### config.mk
export PLATFORM = sky130hd
export DESIGN_NAME = kalman_range_estimator_steering_core_flat
export DESIGN_NICKNAME = d
export VERILOG_FILES = /design/src/hw/rtl/kres_pkg.sv /design/src/hw/rtl/kres_stream_if.sv /design/src/hw/rtl/kalman_range_estimator_steering_core.sv /design/src/hw/rtl/kres_lane.sv /design/src/hw/rtl/kres_steer.sv /design/src/flat_wrapper.sv
export SDC_FILE = /design/constraint.sdc
export NUM_CORES = 2
export LEC_CHECK = 0
export BUFFER_PORTS_ARGS = -buffer_cell sky130_fd_sc_hd__buf_2
export CORE_ASPECT_RATIO = 1.1
export CORE_MARGIN = 5
export CORE_UTILIZATION = 50
export CTS_BUF_LIST = sky130_fd_sc_hd__clkbuf_4
export DETAILED_ROUTE_END_ITERATION = 8
export PLACE_DENSITY_LB_ADDON = 0.05
export RECOVER_POWER = 50
export REMOVE_ABC_BUFFERS = 1
export SYNTH_ARGS = -nofsm -noshare
export SYNTH_HDL_FRONTEND = slang
export SYNTH_SLANG_ARGS = --single-unit
### constraint.sdc
create_clock -name clk_i -period 7.99 [get_ports clk_i]
set_input_delay 1.598 -clock clk_i [delete_from_list [all_inputs] [get_ports clk_i]]
set_output_delay 1.598 -clock clk_i [all_outputs]
set_load 0.02 [all_outputs]
### src/hw/rtl/kres_pkg.sv
// ----------------------------------------------------------------------------
// kres_pkg: shared types and constants of the range estimator
// Item layouts, lane and steering control groups, fixed-point widths and
// register codes used by the core, lane, steering and bench files.
// ----------------------------------------------------------------------------
package kres_pkg;

  // Field widths of the fixed-point formats.
  localparam int DistW = 16;  // unsigned Q4.12 distance
  localparam int VarW  = 32;  // unsigned Q16.16 variance
  localparam int NoiseW = 16; // unsigned Q0.16 noise settings
  localparam int CmdW  = 32;  // signed Q.12 commands
  localparam int FracW = 16;  // fraction bits of a gain

  // Gain is Q0.16 in 0..65536, so the division yields 17 quotient bits.
  localparam int GainW  = FracW + 1;
  localparam int DenW   = VarW + 1;
  localparam int RemW   = DenW;
  localparam int TrialW = DenW + 1;
  localparam int DiffW  = DistW + 1;
  localparam int AccEW  = DiffW + GainW;
  localparam int AccVW  = VarW + FracW;
  localparam int AdjW   = AccEW - FracW;
  localparam int NxW    = AdjW + 1;
  localparam int RoundHalf = 32768;

  // Lane sequencer: division steps, last accumulate, rounding, write-back.
  localparam int StepRound = GainW + 1;
  localparam int StepWrite = GainW + 2;
  localparam int CntW      = $clog2(StepWrite + 1);

  // Steering arithmetic widths.
  localparam int WallW  = DiffW + 9;
  localparam int FrontW = DiffW + 6;
  localparam int SpeedW = DistW + 2;
  localparam logic [DistW-1:0] OneMeterQ12 = 16'd4096;

  // Configuration register indexes and reset values.
  localparam int CfgIdxW = 2;
  localparam logic [CfgIdxW-1:0] CfgProcessVar = 2'd0;
  localparam logic [CfgIdxW-1:0] CfgMeasVar    = 2'd1;
  localparam logic [CfgIdxW-1:0] CfgWallTarget = 2'd2;
  localparam logic [NoiseW-1:0] ProcessVarRst = 16'd1311;
  localparam logic [NoiseW-1:0] MeasVarRst    = 16'd655;
  localparam logic [DistW-1:0]  WallTargetRst = 16'd819;

  // Input command codes.
  localparam logic CmdTick = 1'b0;
  localparam logic CmdMeas = 1'b1;

  typedef struct packed {
    logic             cmd;
    logic [DistW-1:0] dist_left;
    logic [DistW-1:0] dist_front;
    logic [DistW-1:0] dist_right;
  } kres_in_t;

  typedef struct packed {
    logic        [DistW-1:0] est_left;
    logic        [DistW-1:0] est_front;
    logic        [DistW-1:0] est_right;
    logic signed [CmdW-1:0]  linear_speed;
    logic signed [CmdW-1:0]  turn_rate;
  } kres_out_t;

  typedef struct packed {
    logic             tick;
    logic             correct;
    logic [DistW-1:0] reading;
  } kres_lane_ctrl_t;

  typedef struct packed {
    logic busy;
  } kres_lane_stat_t;

  typedef struct packed {
    logic             load;
    logic [DistW-1:0] est_left;
    logic [DistW-1:0] est_front;
    logic [DistW-1:0] est_right;
    logic [DistW-1:0] wall_target;
  } kres_steer_ctrl_t;

  typedef struct packed {
    logic done;
  } kres_steer_stat_t;

endpackage

### src/hw/rtl/kres_stream_if.sv
// ----------------------------------------------------------------------------
// kres_stream_if: valid/ready stream channel
// Carries one item per transfer; the payload type is set per instance.
// ----------------------------------------------------------------------------
interface kres_stream_if #(
  parameter type T = logic
) ();

  logic valid;
  logic ready;
  T     data;

  modport source (output valid, output data, input ready);
  modport sink (input valid, input data, output ready);

endinterface

### src/hw/rtl/kalman_range_estimator_steering_core.sv
// ----------------------------------------------------------------------------
// kalman_range_estimator_steering_core: range filter with steering commands
// Measurement: the lanes run in parallel; the bit-serial gain divider and
//   its accumulators run while the core waits for every lane to finish.
// Tick: the result passes the steering stages into the output register;
//   next input taken then, or later while the previous result still waits in it.
// Reset (rst_ni low, asynchronous): configuration to reset values, estimates
//   and variances to zero, no result pending.
// ----------------------------------------------------------------------------
module kalman_range_estimator_steering_core
  import kres_pkg::*;
#(
  parameter int CHANNELS = 3
) (
  input  logic                clk_i,
  input  logic                rst_ni,
  kres_stream_if.sink         in_i,
  kres_stream_if.source       out_o,
  input  logic                cfg_we_i,
  input  logic [CfgIdxW-1:0]  cfg_idx_i,
  input  logic [NoiseW-1:0]   cfg_data_i
);

  localparam int ViewLanes = 3;

  localparam logic [1:0] S_IDLE  = 2'd0;
  localparam logic [1:0] S_CORR  = 2'd1;
  localparam logic [1:0] S_STEER = 2'd2;
  localparam logic [1:0] S_EMIT  = 2'd3;

  logic [1:0]          state_q, state_d;
  logic [NoiseW-1:0]   process_var_q;
  logic [NoiseW-1:0]   meas_var_q;
  logic [DistW-1:0]    wall_target_q;
  logic                out_vld_q;
  kres_out_t           out_data_q;

  logic                in_xfer;
  logic                tick_go;
  logic                meas_go;
  logic                out_load;
  logic [DistW-1:0]    reading_w [ViewLanes];
  logic [DistW-1:0]    est_view  [ViewLanes];
  logic [DistW-1:0]    lane_est  [CHANNELS];
  kres_lane_ctrl_t     lane_ctrl [CHANNELS];
  kres_lane_stat_t     lane_stat [CHANNELS];
  logic [CHANNELS-1:0] lane_busy;
  kres_steer_ctrl_t    steer_ctrl;
  kres_steer_stat_t    steer_stat;
  kres_out_t           steer_item;

  // Input transfer decode.
  assign in_i.ready = (state_q == S_IDLE);
  assign in_xfer    = in_i.valid && in_i.ready;
  assign tick_go    = in_xfer && (in_i.data.cmd == CmdTick);
  assign meas_go    = in_xfer && (in_i.data.cmd == CmdMeas);

  assign reading_w[0] = in_i.data.dist_left;
  assign reading_w[1] = in_i.data.dist_front;
  assign reading_w[2] = in_i.data.dist_right;

  // Filter lanes; lanes past the three sensors see a reading of zero.
  for (genvar i = 0; i < CHANNELS; i++) begin : g_lane
    if (i < ViewLanes) begin : g_rd
      assign lane_ctrl[i].reading = reading_w[i];
    end else begin : g_zero
      assign lane_ctrl[i].reading = '0;
    end
    assign lane_ctrl[i].tick    = tick_go;
    assign lane_ctrl[i].correct = meas_go;
    assign lane_busy[i]         = lane_stat[i].busy;

    kres_lane u_lane (
      .clk_i         (clk_i),
      .rst_ni        (rst_ni),
      .ctrl_i        (lane_ctrl[i]),
      .process_var_i (process_var_q),
      .meas_var_i    (meas_var_q),
      .est_o         (lane_est[i]),
      .stat_o        (lane_stat[i])
    );
  end

  // Output view of the lanes; a missing lane reads as zero.
  for (genvar i = 0; i < ViewLanes; i++) begin : g_view
    if (i < CHANNELS) begin : g_have
      assign est_view[i] = lane_est[i];
    end else begin : g_none
      assign est_view[i] = '0;
    end
  end

  // Steering commands from the estimates at the tick.
  assign steer_ctrl.load        = tick_go;
  assign steer_ctrl.est_left    = est_view[0];
  assign steer_ctrl.est_front   = est_view[1];
  assign steer_ctrl.est_right   = est_view[2];
  assign steer_ctrl.wall_target = wall_target_q;

  kres_steer u_steer (
    .clk_i  (clk_i),
    .rst_ni (rst_ni),
    .ctrl_i (steer_ctrl),
    .item_o (steer_item),
    .stat_o (steer_stat)
  );

  // Sequencer.
  always_comb begin
    state_d  = state_q;
    out_load = 1'b0;
    unique case (state_q)
      S_IDLE: begin
        if (tick_go) begin
          state_d = S_STEER;
        end else if (meas_go) begin
          state_d = S_CORR;
        end
      end
      S_CORR: begin
        if (lane_busy == '0) begin
          state_d = S_IDLE;
        end
      end
      S_STEER: begin
        if (steer_stat.done) begin
          state_d = S_EMIT;
        end
      end
      S_EMIT: begin
        if (!out_vld_q || out_o.ready) begin
          out_load = 1'b1;
          state_d  = S_IDLE;
        end
      end
      default: begin
        state_d = S_IDLE;
      end
    endcase
  end

  // Control registers and configuration writes.
  always_ff @(posedge clk_i or negedge rst_ni) begin
    if (!rst_ni) begin
      state_q       <= S_IDLE;
      out_vld_q     <= 1'b0;
      process_var_q <= ProcessVarRst;
      meas_var_q    <= MeasVarRst;
      wall_target_q <= WallTargetRst;
    end else begin
      state_q   <= state_d;
      out_vld_q <= out_load || (out_vld_q && !out_o.ready);
      if (cfg_we_i) begin
        unique case (cfg_idx_i)
          CfgProcessVar: process_var_q <= cfg_data_i;
          CfgMeasVar:    meas_var_q    <= cfg_data_i;
          CfgWallTarget: wall_target_q <= cfg_data_i;
          default: begin
          end
        endcase
      end
    end
  end

  // Output register, which parts the result from the sink.
  always_ff @(posedge clk_i) begin
    if (out_load) begin
      out_data_q <= steer_item;
    end
  end

  assign out_o.valid = out_vld_q;
  assign out_o.data  = out_data_q;

  // A new item is only taken once every lane has finished.
  a_ready_lanes_idle: assert property (@(posedge clk_i) disable iff (!rst_ni)
    in_i.ready |-> (lane_busy == '0))
    else $error("input ready while a lane is still correcting");

  // Lanes only work during a correction.
  a_busy_in_corr: assert property (@(posedge clk_i) disable iff (!rst_ni)
    (lane_busy != '0) |-> (state_q == S_CORR))
    else $error("lane busy outside correction");

  // A tick transfer starts the steering pipeline.
  a_tick_steer: assert property (@(posedge clk_i) disable iff (!rst_ni)
    tick_go |=> (state_q == S_STEER) ##1 steer_stat.done)
    else $error("tick did not produce a steering result");

endmodule

### src/hw/rtl/kres_lane.sv
// ----------------------------------------------------------------------------
// kres_lane: one scalar Kalman filter lane
// Holds estimate and variance. A correction runs a radix-2 restoring divider
// that produces the gain one bit per cycle, MSB first, while two Horner
// accumulators fold each gain bit into gain*diff and gain*variance.
// ----------------------------------------------------------------------------
module kres_lane
  import kres_pkg::*;
(
  input  logic                clk_i,
  input  logic                rst_ni,
  input  kres_lane_ctrl_t     ctrl_i,
  input  logic [NoiseW-1:0]   process_var_i,
  input  logic [NoiseW-1:0]   meas_var_i,
  output logic [DistW-1:0]    est_o,
  output kres_lane_stat_t     stat_o
);

  logic                     busy_q;
  logic [CntW-1:0]          cnt_q;
  logic [DistW-1:0]         est_q;
  logic [VarW-1:0]          var_q;
  logic [RemW-1:0]          rem_q;
  logic [DenW-1:0]          den_q;
  logic                     qbit_q;
  logic signed [DiffW-1:0]  diff_q;
  logic signed [AccEW-1:0]  acc_e_q;
  logic [AccVW-1:0]         acc_v_q;
  logic signed [AdjW-1:0]   adj_q;

  logic [DenW-1:0]          den;
  logic                     start;
  logic signed [DiffW-1:0]  diff;
  logic [TrialW-1:0]        trial;
  logic                     q_bit;
  logic [TrialW-1:0]        rem_next;
  logic signed [AccEW-1:0]  e_add;
  logic [AccVW-1:0]         v_add;
  logic signed [AccEW-1:0]  rounded;
  logic [DenW-1:0]          var_sum;
  logic [VarW-1:0]          var_tick;
  logic [AccVW-1:0]         var_scaled;
  logic signed [NxW-1:0]    nx;
  logic [DistW-1:0]         est_upd;
  logic                     div_step;
  logic                     acc_step;

  // Operand setup and the start condition; a zero denominator leaves the lane.
  always_comb begin
    den   = {1'b0, var_q} + DenW'(meas_var_i);
    diff  = $signed({1'b0, ctrl_i.reading}) - $signed({1'b0, est_q});
    start = ctrl_i.correct && (den != '0);
  end

  // One restoring division step; the first step compares without a shift.
  always_comb begin
    trial    = (cnt_q == '0) ? {1'b0, rem_q} : {rem_q, 1'b0};
    q_bit    = trial >= {1'b0, den_q};
    rem_next = q_bit ? (trial - {1'b0, den_q}) : trial;
    div_step = busy_q && (cnt_q < CntW'(GainW));
    acc_step = busy_q && (cnt_q != '0) && (cnt_q <= CntW'(GainW));
  end

  // Horner accumulation of the previous quotient bit.
  always_comb begin
    e_add = qbit_q ? AccEW'(diff_q) : '0;
    v_add = qbit_q ? AccVW'(var_q) : '0;
  end

  // Rounding and write-back values.
  always_comb begin
    rounded    = acc_e_q + AccEW'(RoundHalf);
    var_scaled = {var_q, FracW'(RoundHalf)} - acc_v_q;
    nx         = NxW'($signed({1'b0, est_q})) + NxW'(adj_q);
    if (nx[NxW-1]) begin
      est_upd = '0;
    end else if (|nx[NxW-2:DistW]) begin
      est_upd = '1;
    end else begin
      est_upd = nx[DistW-1:0];
    end
    var_sum  = {1'b0, var_q} + DenW'(process_var_i);
    var_tick = var_sum[DenW-1] ? '1 : var_sum[VarW-1:0];
  end

  // Lane state and sequencer.
  always_ff @(posedge clk_i or negedge rst_ni) begin
    if (!rst_ni) begin
      busy_q <= 1'b0;
      cnt_q  <= '0;
      est_q  <= '0;
      var_q  <= '0;
    end else begin
      if (ctrl_i.tick) begin
        var_q <= var_tick;
      end
      if (start) begin
        busy_q <= 1'b1;
        cnt_q  <= '0;
      end else if (busy_q) begin
        cnt_q <= cnt_q + 1'b1;
        if (cnt_q == CntW'(StepRound)) begin
          var_q <= var_scaled[AccVW-1:FracW];
        end
        if (cnt_q == CntW'(StepWrite)) begin
          est_q  <= est_upd;
          busy_q <= 1'b0;
        end
      end
    end
  end

  // Divider and accumulator datapath.
  always_ff @(posedge clk_i) begin
    if (start) begin
      rem_q   <= {1'b0, var_q};
      den_q   <= den;
      diff_q  <= diff;
      acc_e_q <= '0;
      acc_v_q <= '0;
    end else begin
      if (div_step) begin
        rem_q  <= rem_next[RemW-1:0];
        qbit_q <= q_bit;
      end
      if (acc_step) begin
        acc_e_q <= (acc_e_q <<< 1) + e_add;
        acc_v_q <= (acc_v_q << 1) + v_add;
      end
      if (busy_q && (cnt_q == CntW'(StepRound))) begin
        adj_q <= $signed(rounded[AccEW-1:FracW]);
      end
    end
  end

  assign est_o       = est_q;
  assign stat_o.busy = busy_q;

endmodule

### src/hw/rtl/kres_steer.sv
// ----------------------------------------------------------------------------
// kres_steer: steering command generator
// Two-stage pipeline: constant multiplies by shift and add, then the final
// turn-rate sum. The finished result item holds until the next load.
// ----------------------------------------------------------------------------
module kres_steer
  import kres_pkg::*;
(
  input  logic              clk_i,
  input  logic              rst_ni,
  input  kres_steer_ctrl_t  ctrl_i,
  output kres_out_t         item_o,
  output kres_steer_stat_t  stat_o
);

  logic                     s1_vld_q;
  logic                     done_q;
  logic signed [WallW-1:0]  wall_q;
  logic signed [FrontW-1:0] front_q;
  logic [SpeedW-1:0]        speed_q;
  logic [DistW-1:0]         l_q;
  logic [DistW-1:0]         f_q;
  logic [DistW-1:0]         r_q;
  kres_out_t                item_q;

  logic signed [DiffW-1:0]  dl;
  logic signed [DiffW-1:0]  df;
  logic signed [WallW-1:0]  dl_x;
  logic signed [FrontW-1:0] df_x;
  logic signed [WallW-1:0]  wall;
  logic signed [FrontW-1:0] front;
  logic [SpeedW-1:0]        f_x;
  logic [SpeedW-1:0]        speed;

  // Wall error times 400 (256+128+16), front error times 50 (32+16+2),
  // and speed as three times the front estimate.
  always_comb begin
    dl    = $signed({1'b0, ctrl_i.est_left}) - $signed({1'b0, ctrl_i.wall_target});
    df    = $signed({1'b0, ctrl_i.est_front}) - $signed({1'b0, OneMeterQ12});
    dl_x  = WallW'(dl);
    df_x  = FrontW'(df);
    wall  = (dl_x <<< 8) + (dl_x <<< 7) + (dl_x <<< 4);
    front = (df_x <<< 5) + (df_x <<< 4) + (df_x <<< 1);
    f_x   = SpeedW'(ctrl_i.est_front);
    speed = (f_x << 1) + f_x;
  end

  // Stage valid flags.
  always_ff @(posedge clk_i or negedge rst_ni) begin
    if (!rst_ni) begin
      s1_vld_q <= 1'b0;
      done_q   <= 1'b0;
    end else begin
      s1_vld_q <= ctrl_i.load;
      done_q   <= s1_vld_q;
    end
  end

  // Product stage and sum stage.
  always_ff @(posedge clk_i) begin
    if (ctrl_i.load) begin
      wall_q  <= wall;
      front_q <= front;
      speed_q <= speed;
      l_q     <= ctrl_i.est_left;
      f_q     <= ctrl_i.est_front;
      r_q     <= ctrl_i.est_right;
    end
    if (s1_vld_q) begin
      item_q.est_left     <= l_q;
      item_q.est_front    <= f_q;
      item_q.est_right    <= r_q;
      item_q.linear_speed <= $signed(CmdW'(speed_q));
      item_q.turn_rate    <= CmdW'(wall_q) + CmdW'(front_q);
    end
  end

  assign item_o      = item_q;
  assign stat_o.done = done_q;

endmodule

### src/flat_wrapper.sv
// flat-port wrapper written by rule: the top's interface ports become plain ports
module kalman_range_estimator_steering_core_flat import kres_pkg::*;
#(
  parameter int CHANNELS = 3
)
  (clk_i, rst_ni, cfg_we_i, cfg_idx_i, cfg_data_i, in_i_valid, in_i_data, in_i_ready, out_o_valid, out_o_data, out_o_ready);
  kres_stream_if #(.T(kres_in_t)) in_i_i ();
  kres_stream_if #(.T(kres_out_t)) out_o_i ();
  input  logic clk_i;
  input  logic rst_ni;
  input  logic cfg_we_i;
  input  logic [CfgIdxW-1:0] cfg_idx_i;
  input  logic [NoiseW-1:0] cfg_data_i;
  input wire logic [$bits(in_i_i.valid)-1:0] in_i_valid;
  input wire logic [$bits(in_i_i.data)-1:0] in_i_data;
  output wire logic [$bits(in_i_i.ready)-1:0] in_i_ready;
  output wire logic [$bits(out_o_i.valid)-1:0] out_o_valid;
  output wire logic [$bits(out_o_i.data)-1:0] out_o_data;
  input wire logic [$bits(out_o_i.ready)-1:0] out_o_ready;
  assign in_i_i.valid = in_i_valid;
  assign in_i_i.data = in_i_data;
  assign in_i_ready = in_i_i.ready;
  assign out_o_valid = out_o_i.valid;
  assign out_o_data = out_o_i.data;
  assign out_o_i.ready = out_o_ready;
  kalman_range_estimator_steering_core #(.CHANNELS(CHANNELS)) u_core (.clk_i(clk_i), .rst_ni(rst_ni), .in_i(in_i_i), .out_o(out_o_i), .cfg_we_i(cfg_we_i), .cfg_idx_i(cfg_idx_i), .cfg_data_i(cfg_data_i));
endmodule
# After elaboration in Yosys (flattened, before gate mapping)
# Index checks and enable logic that the tools add are counted.
[word_totals]
ff_bits = 1078
in_bits = 72
out_inout_bits = 114
elab_cells = 244
[op_classes]
add_sub_neg = 38
magnitude_cmp = 9
n_eq_ne = 15
mux = 62
n_bitwise = 4
n_reduce_logical = 57
[ops]
columns = ["operator", "count"]
rows = [
  ["$mux W32", 24],
  ["$mux W34", 6],
  ["$add A32 B16 Y33", 6],
  ["$add A48 B32 Y48", 3],
  ["$sub A48 B48 Y48", 3],
  ["$add A34 B17 Y34 const B", 3],
  ["$add A34 B34 Y34", 3],
  ["$ge A34 B33 Y1", 3],
  ["$mux W33", 3],
  ["$reduce_bool A33 Y1", 3],
  ["$sub A33 B33 Y33", 3],
  ["$mux W16", 6],
  ["$sub A16 B16 Y17", 4],
  ["$add A17 B18 Y19", 3],
  ["$eq A5 B5 Y1 const B", 6],
  ["$mux W5", 6],
  ["$add A26 B23 Y27", 1],
  ["$add A25 B24 Y26", 1],
  ["$add A26 B21 Y26", 1],
  ["$add A22 B21 Y23", 1],
  ["$add A23 B18 Y23", 1],
  ["$logic_and A1 B1 Y1", 19],
  ["$add A17 B16 Y18", 1],
  ["$reduce_and A2 Y1", 9],
  ["other kinds (23)", 66],
]

# Longest topological paths before layout
[logic_depth]
ltp_word = 7
ltp_mapped = 26
mapped_depth_nobuf = 26

# Hierarchy
# A second synthesis with hierarchy kept.
[hier_totals]
cells_unflattened = 8405
area_unflattened_um2 = 77682.0
[by_module_without_submodules]
columns = ["module", "instances", "cells_each", "area_per_inst_um2", "seq_area_each_um2"]
rows = [
  ["kres_lane at u_core.g_lane[0].u_lane", 1, 2518, 21282.9, 6045.8],
  ["kres_lane at u_core.g_lane[2].u_lane", 1, 2409, 20069.2, 6045.8],
  ["kres_lane at u_core.g_lane[1].u_lane", 1, 2398, 20058.0, 6045.8],
  ["kres_steer", 1, 848, 10906.7, 5875.6],
  ["kalman_range_estimator_steering_core", 1, 232, 5365.1, 4663.2],
]

# Worst setup path before layout
# No wires, ideal clock.
[synth_timing]
kind = "input port to flip-flop"
from = "in in_i_data[48]"
to = "reg u_core.g_lane[0].u_lane.var_q[15]"
setup_time_ps = 101
arrival_ps = 6190
required_time_ps = 7889
setup_slack_ps = 1700
path_stages = 7
path_buffers = 3
cell_sequence = "nand3b_1 -> inv_1 -> clkbuf_1 -> clkbuf_1 -> buf_1 -> o21ai_0 -> o32ai_1"
[synth_between]
elab_chain_len = 6
word_cells_on_any_way = 8
cone_classes = "mux (4); bitwise (1); reduce/logical (3)"
[synth_rtl]
columns = ["element", "line", "text"]
rows = [
  ["start, declared", "flat_wrapper.sv:15", "input wire logic [$bits(in_i_i.data)-1:0] in_i_data;"],
  ["$not A1 Y1 *", "kalman_range_estimator_steering_core.sv:55", "assign tick_go = in_xfer && (in_i.data.cmd == CmdTick);"],
  ["$logic_and A1 B1 Y1 *", "kalman_range_estimator_steering_core.sv:55", ""],
  ["net u_core.tick_go", "kalman_range_estimator_steering_core.sv:39", "logic tick_go;"],
  ["$mux W32 *", "kres_lane.sv:94", "if (ctrl_i.tick) begin"],
  ["$mux W32", "kres_lane.sv:102", "if (cnt_q == CntW'(StepRound)) begin"],
  ["$mux W32", "kres_lane.sv:100", "end else if (busy_q) begin"],
  ["$mux W32 *", "kres_lane.sv:97", "if (start) begin"],
  ["end signal, assigned", "kres_lane.sv:95", "var_q <= var_tick;"],
  ["end signal, assigned", "kres_lane.sv:103", "var_q <= var_scaled[AccVW-1:FracW];"],
  ["end, declared", "kres_lane.sv:22", "logic [VarW-1:0] var_q;"],
]
# The timed path passes the listed nets; every way through them passes the cells marked *.
# A chain may end at the register's enable or synchronous reset.

# Worst setup path after layout
[layout_timing]
from = "reg u_core.state_q[1]"
to = "reg u_core.g_lane[1].u_lane.rem_q[9] (data pin)"
[layout_between]
elab_chain_len = 5
[layout_rtl]
columns = ["element", "line", "text"]
rows = [
  ["start, declared", "kalman_range_estimator_steering_core.sv:31", "logic [1:0] state_q, state_d;"],
  ["start signal, assigned", "kalman_range_estimator_steering_core.sv:151", "state_q <= state_d;"],
  ["$logic_not A2 Y1", "kalman_range_estimator_steering_core.sv:53", "assign in_i.ready = (state_q == S_IDLE);"],
  ["$logic_and A1 B1 Y1", "kalman_range_estimator_steering_core.sv:54", "assign in_xfer = in_i.valid && in_i.ready;"],
  ["$logic_and A1 B1 Y1", "kalman_range_estimator_steering_core.sv:56", "assign meas_go = in_xfer && (in_i.data.cmd == CmdMeas);"],
  ["$logic_and A1 B1 Y1", "kres_lane.sv:52", "start = ctrl_i.correct && (den != '0);"],
  ["$mux W32", "kres_lane.sv:115", "if (start) begin"],
  ["end signal, assigned", "kres_lane.sv:116", "rem_q <= {1'b0, var_q};"],
  ["end signal, assigned", "kres_lane.sv:123", "rem_q <= rem_next[RemW-1:0];"],
  ["end, declared", "kres_lane.sv:23", "logic [RemW-1:0] rem_q;"],
]
# Every way passes these cells.

==> summary by stage <==
Global routing
The via count of the first global-routing pass is 59200. The overall overflow remaining after global route is 0. The overall fraction of global-route tracks in use is 0.253. The initial antenna violation count came to 13. The maximum number of pins on one net before global-route repair is 197. The global-route wire length before repair is 320 mm.

Synth
The post-synth design cell area is 74600 µm². The adder-cell area share of the yosys netlist is 0.128. The post-synthesis async set-or-reset flop share is 0.205. The share of the Yosys chip area taken by registers is 0.374. The share of the synthesized area in compound gates (AO/OA/AOI/OAI) is 0.181.

The combinational family with the most area after synthesis is compound AO/OA/AOI/OAI gates. Ranked by total cell area, the synthesized netlist is headed by edfxtp_1 (24%), ha_1 (12%), dfxtp_1 (6.7%). The post-synthesis sequential element count is 1049. Of the total synthesized cell area, the portion taken by AND, OR, NAND and NOR gates is 0.157.

Measured against the total synthesized area, the mux share comes to 0.0390. A synthesized cell averages 9.21 µm². In this run, synthesis inferred 585 flip-flops with an integrated enable. The cell taking the most area after synthesis is edfxtp_1. The number of instances in the synthesized netlist is 8106. The portion of synthesized cell area occupied by the leading cell type is 0.235. The post-synthesis share of cell area spent on xor and xnor gates is 0.0774. The number of different library cells used by synthesis comes to 87. The total of warnings raised by yosys is 0. The dominant synthesized flop cell is edfxtp_1.

Hold path
The end point of the most critical hold path is u_core.u_steer.item_o[76]. The hold-critical path depth is 0. The startpoint identified for the worst hold timing path is u_core.u_steer.r_q[12]. The kind of path behind the tightest hold check is flip-flop to flip-flop.

Clocking
The H-tree was split into 5 levels. The number of hold buffers added after CTS was 0. The post-cts repair resize count is 0. The clock tree from TritonCTS is done.

After clock tree synthesis, the clock-pin slew on the worst setup and hold paths is 0.07 ns. The total clock buffers created by CTS is 313. The clock sink count is 1049.

The maximum buffer depth of the clock tree is 4. The clock latency on the worst-skew pair is 1.28 ns. Clock tree synthesis selected as its root buffer the cell clkbuf_4.

The buffers inserted during post-CTS setup optimization is 0.

Die
The effective utilization at floorplan is 0.504. Row generation in the floorplan step produced 148 rows. The die is 415 µm tall. The die covers 157000 µm². The floorplan step defined a core boundary enclosing 148000 µm². The I/O pin total is 186. The horizontal die dimension is 378 µm.

Detailed routing
The routed wire length per instance is 19.2 µm. The number of search-and-repair iterations in the first detailed-routing pass is 5. The detailed router placed 60400 vias in this run.

The DRC violation count after routing is 0. The final layout contains routed wiring with a total length of 202 mm. The DRC marker count from the first detailed-route iteration is 3705. In the routed layout, each cell is associated on average with a via count of 5.72. Once detail routing completed, the nets flagged for antenna violations numbered 0.

Finish
Of the cells placed in the final design, the portion with a size suffix greater than 1 is 0.107. Leaving out fill and tap cells, the most frequent cells in the layout are a21oi_1 (698), nor2_1 (694), ha_1 (690). For this run, the post-layout net count is 9181. The most frequent standard cell in the layout excluding fill and tap cells is a21oi_1. The area growth from synthesis to final layout is 8.62%. The fill cell total of the finished layout is 13900.

Critical path
Data on the critical path is required at its endpoint by 8.91 ns. The worst register-to-register path has a setup slack of 1.05 ns. In this run the critical register-to-register path is captured at u_core.g_lane[1].u_lane.rem_q[9]. The type of the worst setup path is flip-flop to flip-flop. The number of cell instances on the worst register-to-register path is 7. Of all nets on the critical path, the largest fanout is 52.

The kind of end point of the critical path is a flip-flop. Data arrives at the worst endpoint at 7.86 ns. The critical path launch point type is a flip-flop. The startpoint of the worst register-to-register path is u_core.state_q[1].

STA
The headroom to the max-slew limit is -2.33. Of the available clock period, the critical path in the final layout requires 0.869. Setup violations remaining at the end of the flow were counted as 0. The peak clock frequency supported by timing is 144 MHz. On the final layout, the worst hold slack is 0.368 ns.

The time the final worst path needs with I/O delays and setup is 6.94 ns. Between clock sinks in the finished design, the worst skew comes to 0.0819 ns. The transition at the pin with the smallest max-transition slack is 4.99 ns. The number of max-slew violations in the final report is 426. The number of hold-slack violations in the final timing report came to 0. Setup repair after global routing left no endpoint under its margin.

Placed design
After legalization and detailed placement, the total HPWL measured 149 mm. At the end of routability-driven placement, the weighted congestion stood at 0.896. The port buffer count is 170.

Run
The tool flagged a number of max-cap violations equal to 8.

Status
The final reports fail on capacitance limit, slew limit. The flow ran to the end, but the final reports show violations.
[sequential cells by signal, indices dropped and copies added, names as in the netlist, 54 cells and up]
signal	cells
u_core.u_steer.item_o	88
u_core.g_lane.u_lane.acc_v_q	144
u_core.g_lane.u_lane.acc_e_q	102
u_core.g_lane.u_lane.rem_q	99
u_core.g_lane.u_lane.adj_q	54
u_core.g_lane.u_lane.den_q	99
u_core.out_o.data	88
u_core.g_lane.u_lane.var_q	96
[worst max-delay path by stage]
stage                                          start                                end  slack [ns]  cells after the start
floorplan           u_core.g_lane[0].u_lane.var_q[0]   u_core.g_lane[0].u_lane.var_q[1]       -6.42                     15
CTS                 u_core.g_lane[2].u_lane.cnt_q[0]  u_core.g_lane[2].u_lane.rem_q[24]        1.31                     19
global placement    u_core.g_lane[0].u_lane.var_q[0]  u_core.g_lane[0].u_lane.var_q[14]        1.47                     14
global route                                  rst_ni  u_core.g_lane[1].u_lane.var_q[28]        0.52                      2
finish                             u_core.state_q[1]   u_core.g_lane[1].u_lane.rem_q[9]        1.05                      7
detailed placement  u_core.g_lane[2].u_lane.cnt_q[0]  u_core.g_lane[2].u_lane.rem_q[24]        1.41                     19
[critical path: stages, from the launching register on]
cell and delay [ns]:
dfrtp_1 0.47, nor2_1 0.20, nand3b_1 0.36, clkinvlp_2 1.78, clkbuf_1 1.93, o21ai_1 1.00
o22ai_1 0.69, a21oi_1 0.14
[layout make-up]
type | instances | area, µm² | area share
Antenna cell | 5 | 12.5 | 0.000154
Tap cell | 1950 | 2440 | 0.0301
Multi-Input combinational cell | 6240 | 43600 | 0.537
Clock buffer | 466 | 3500 | 0.0431
Timing Repair Buffer | 221 | 1180 | 0.0146
Inverter | 547 | 2050 | 0.0253
Clock inverter | 81 | 373 | 0.00460
Sequential cell | 1049 | 28000 | 0.345
[synthesized netlist by cell type, types with 165 or more instances]
cell type,n
nor2_1,697
xnor2_1,432
xor2_1,228
ha_1,690
clkbuf_1,231
and2_1,176
o21ai_0,399
mux2_2,177
dfxtp_1,249
nor3_1,165
a21o_1,230
nand2_1,617
inv_1,544
edfxtp_1,585
dfrtp_1,196
a21oi_1,699
nand3_1,196
[metal layers]
| metal | track usage | up-vias | wire length (µm) |
|---|---|---|---|
| met5 | 0 | - | 27 |
| met1 | 0.341 | 28700 | 91900 |
| met3 | 0.0392 | 356 | 10400 |
| li1 | - | 30000 | - |
| met4 | 0.0855 | 4 | 6060 |
| met2 | 0.415 | 1389 | 93800 |
[metrics by stage]
step / util / setup WS, ns / std cells / area [µm²] / TNS (ns)
2_1_floorplan: - / -6.42 / 7836 / 73500 / -2133.18
3_5_place_dp: 0.522 / 1.41 / 10000 / 77300 / 0
4_1_cts: 0.548 / 1.31 / 10600 / 81200 / 0
3_3_place_gp: 0.522 / 1.47 / 10000 / 77300 / 0
5_1_grt: 0.547 / 0.516 / 10600 / 81100 / 0
6_report: 0.547 / 1.05 / 10600 / 81100 / 0
[logic make-up (layout without fill, tap and decap cells)]
group                      count (synthesis)  count (layout)
buffers and inverters                    831            1315
DFF                                     1049            1049
other                                      1              20
adders and majority gates                737             737
xor gates and xnor gates                 660             660
AOI/OAI and AO/OA                       2117            2117
and+or+nand+nor                         2442            2442
muxes                                    269             269
Power is left out: the tool's default activity adds up to more than one toggle a clock period on the data nets, which glitch-free logic cannot reach.
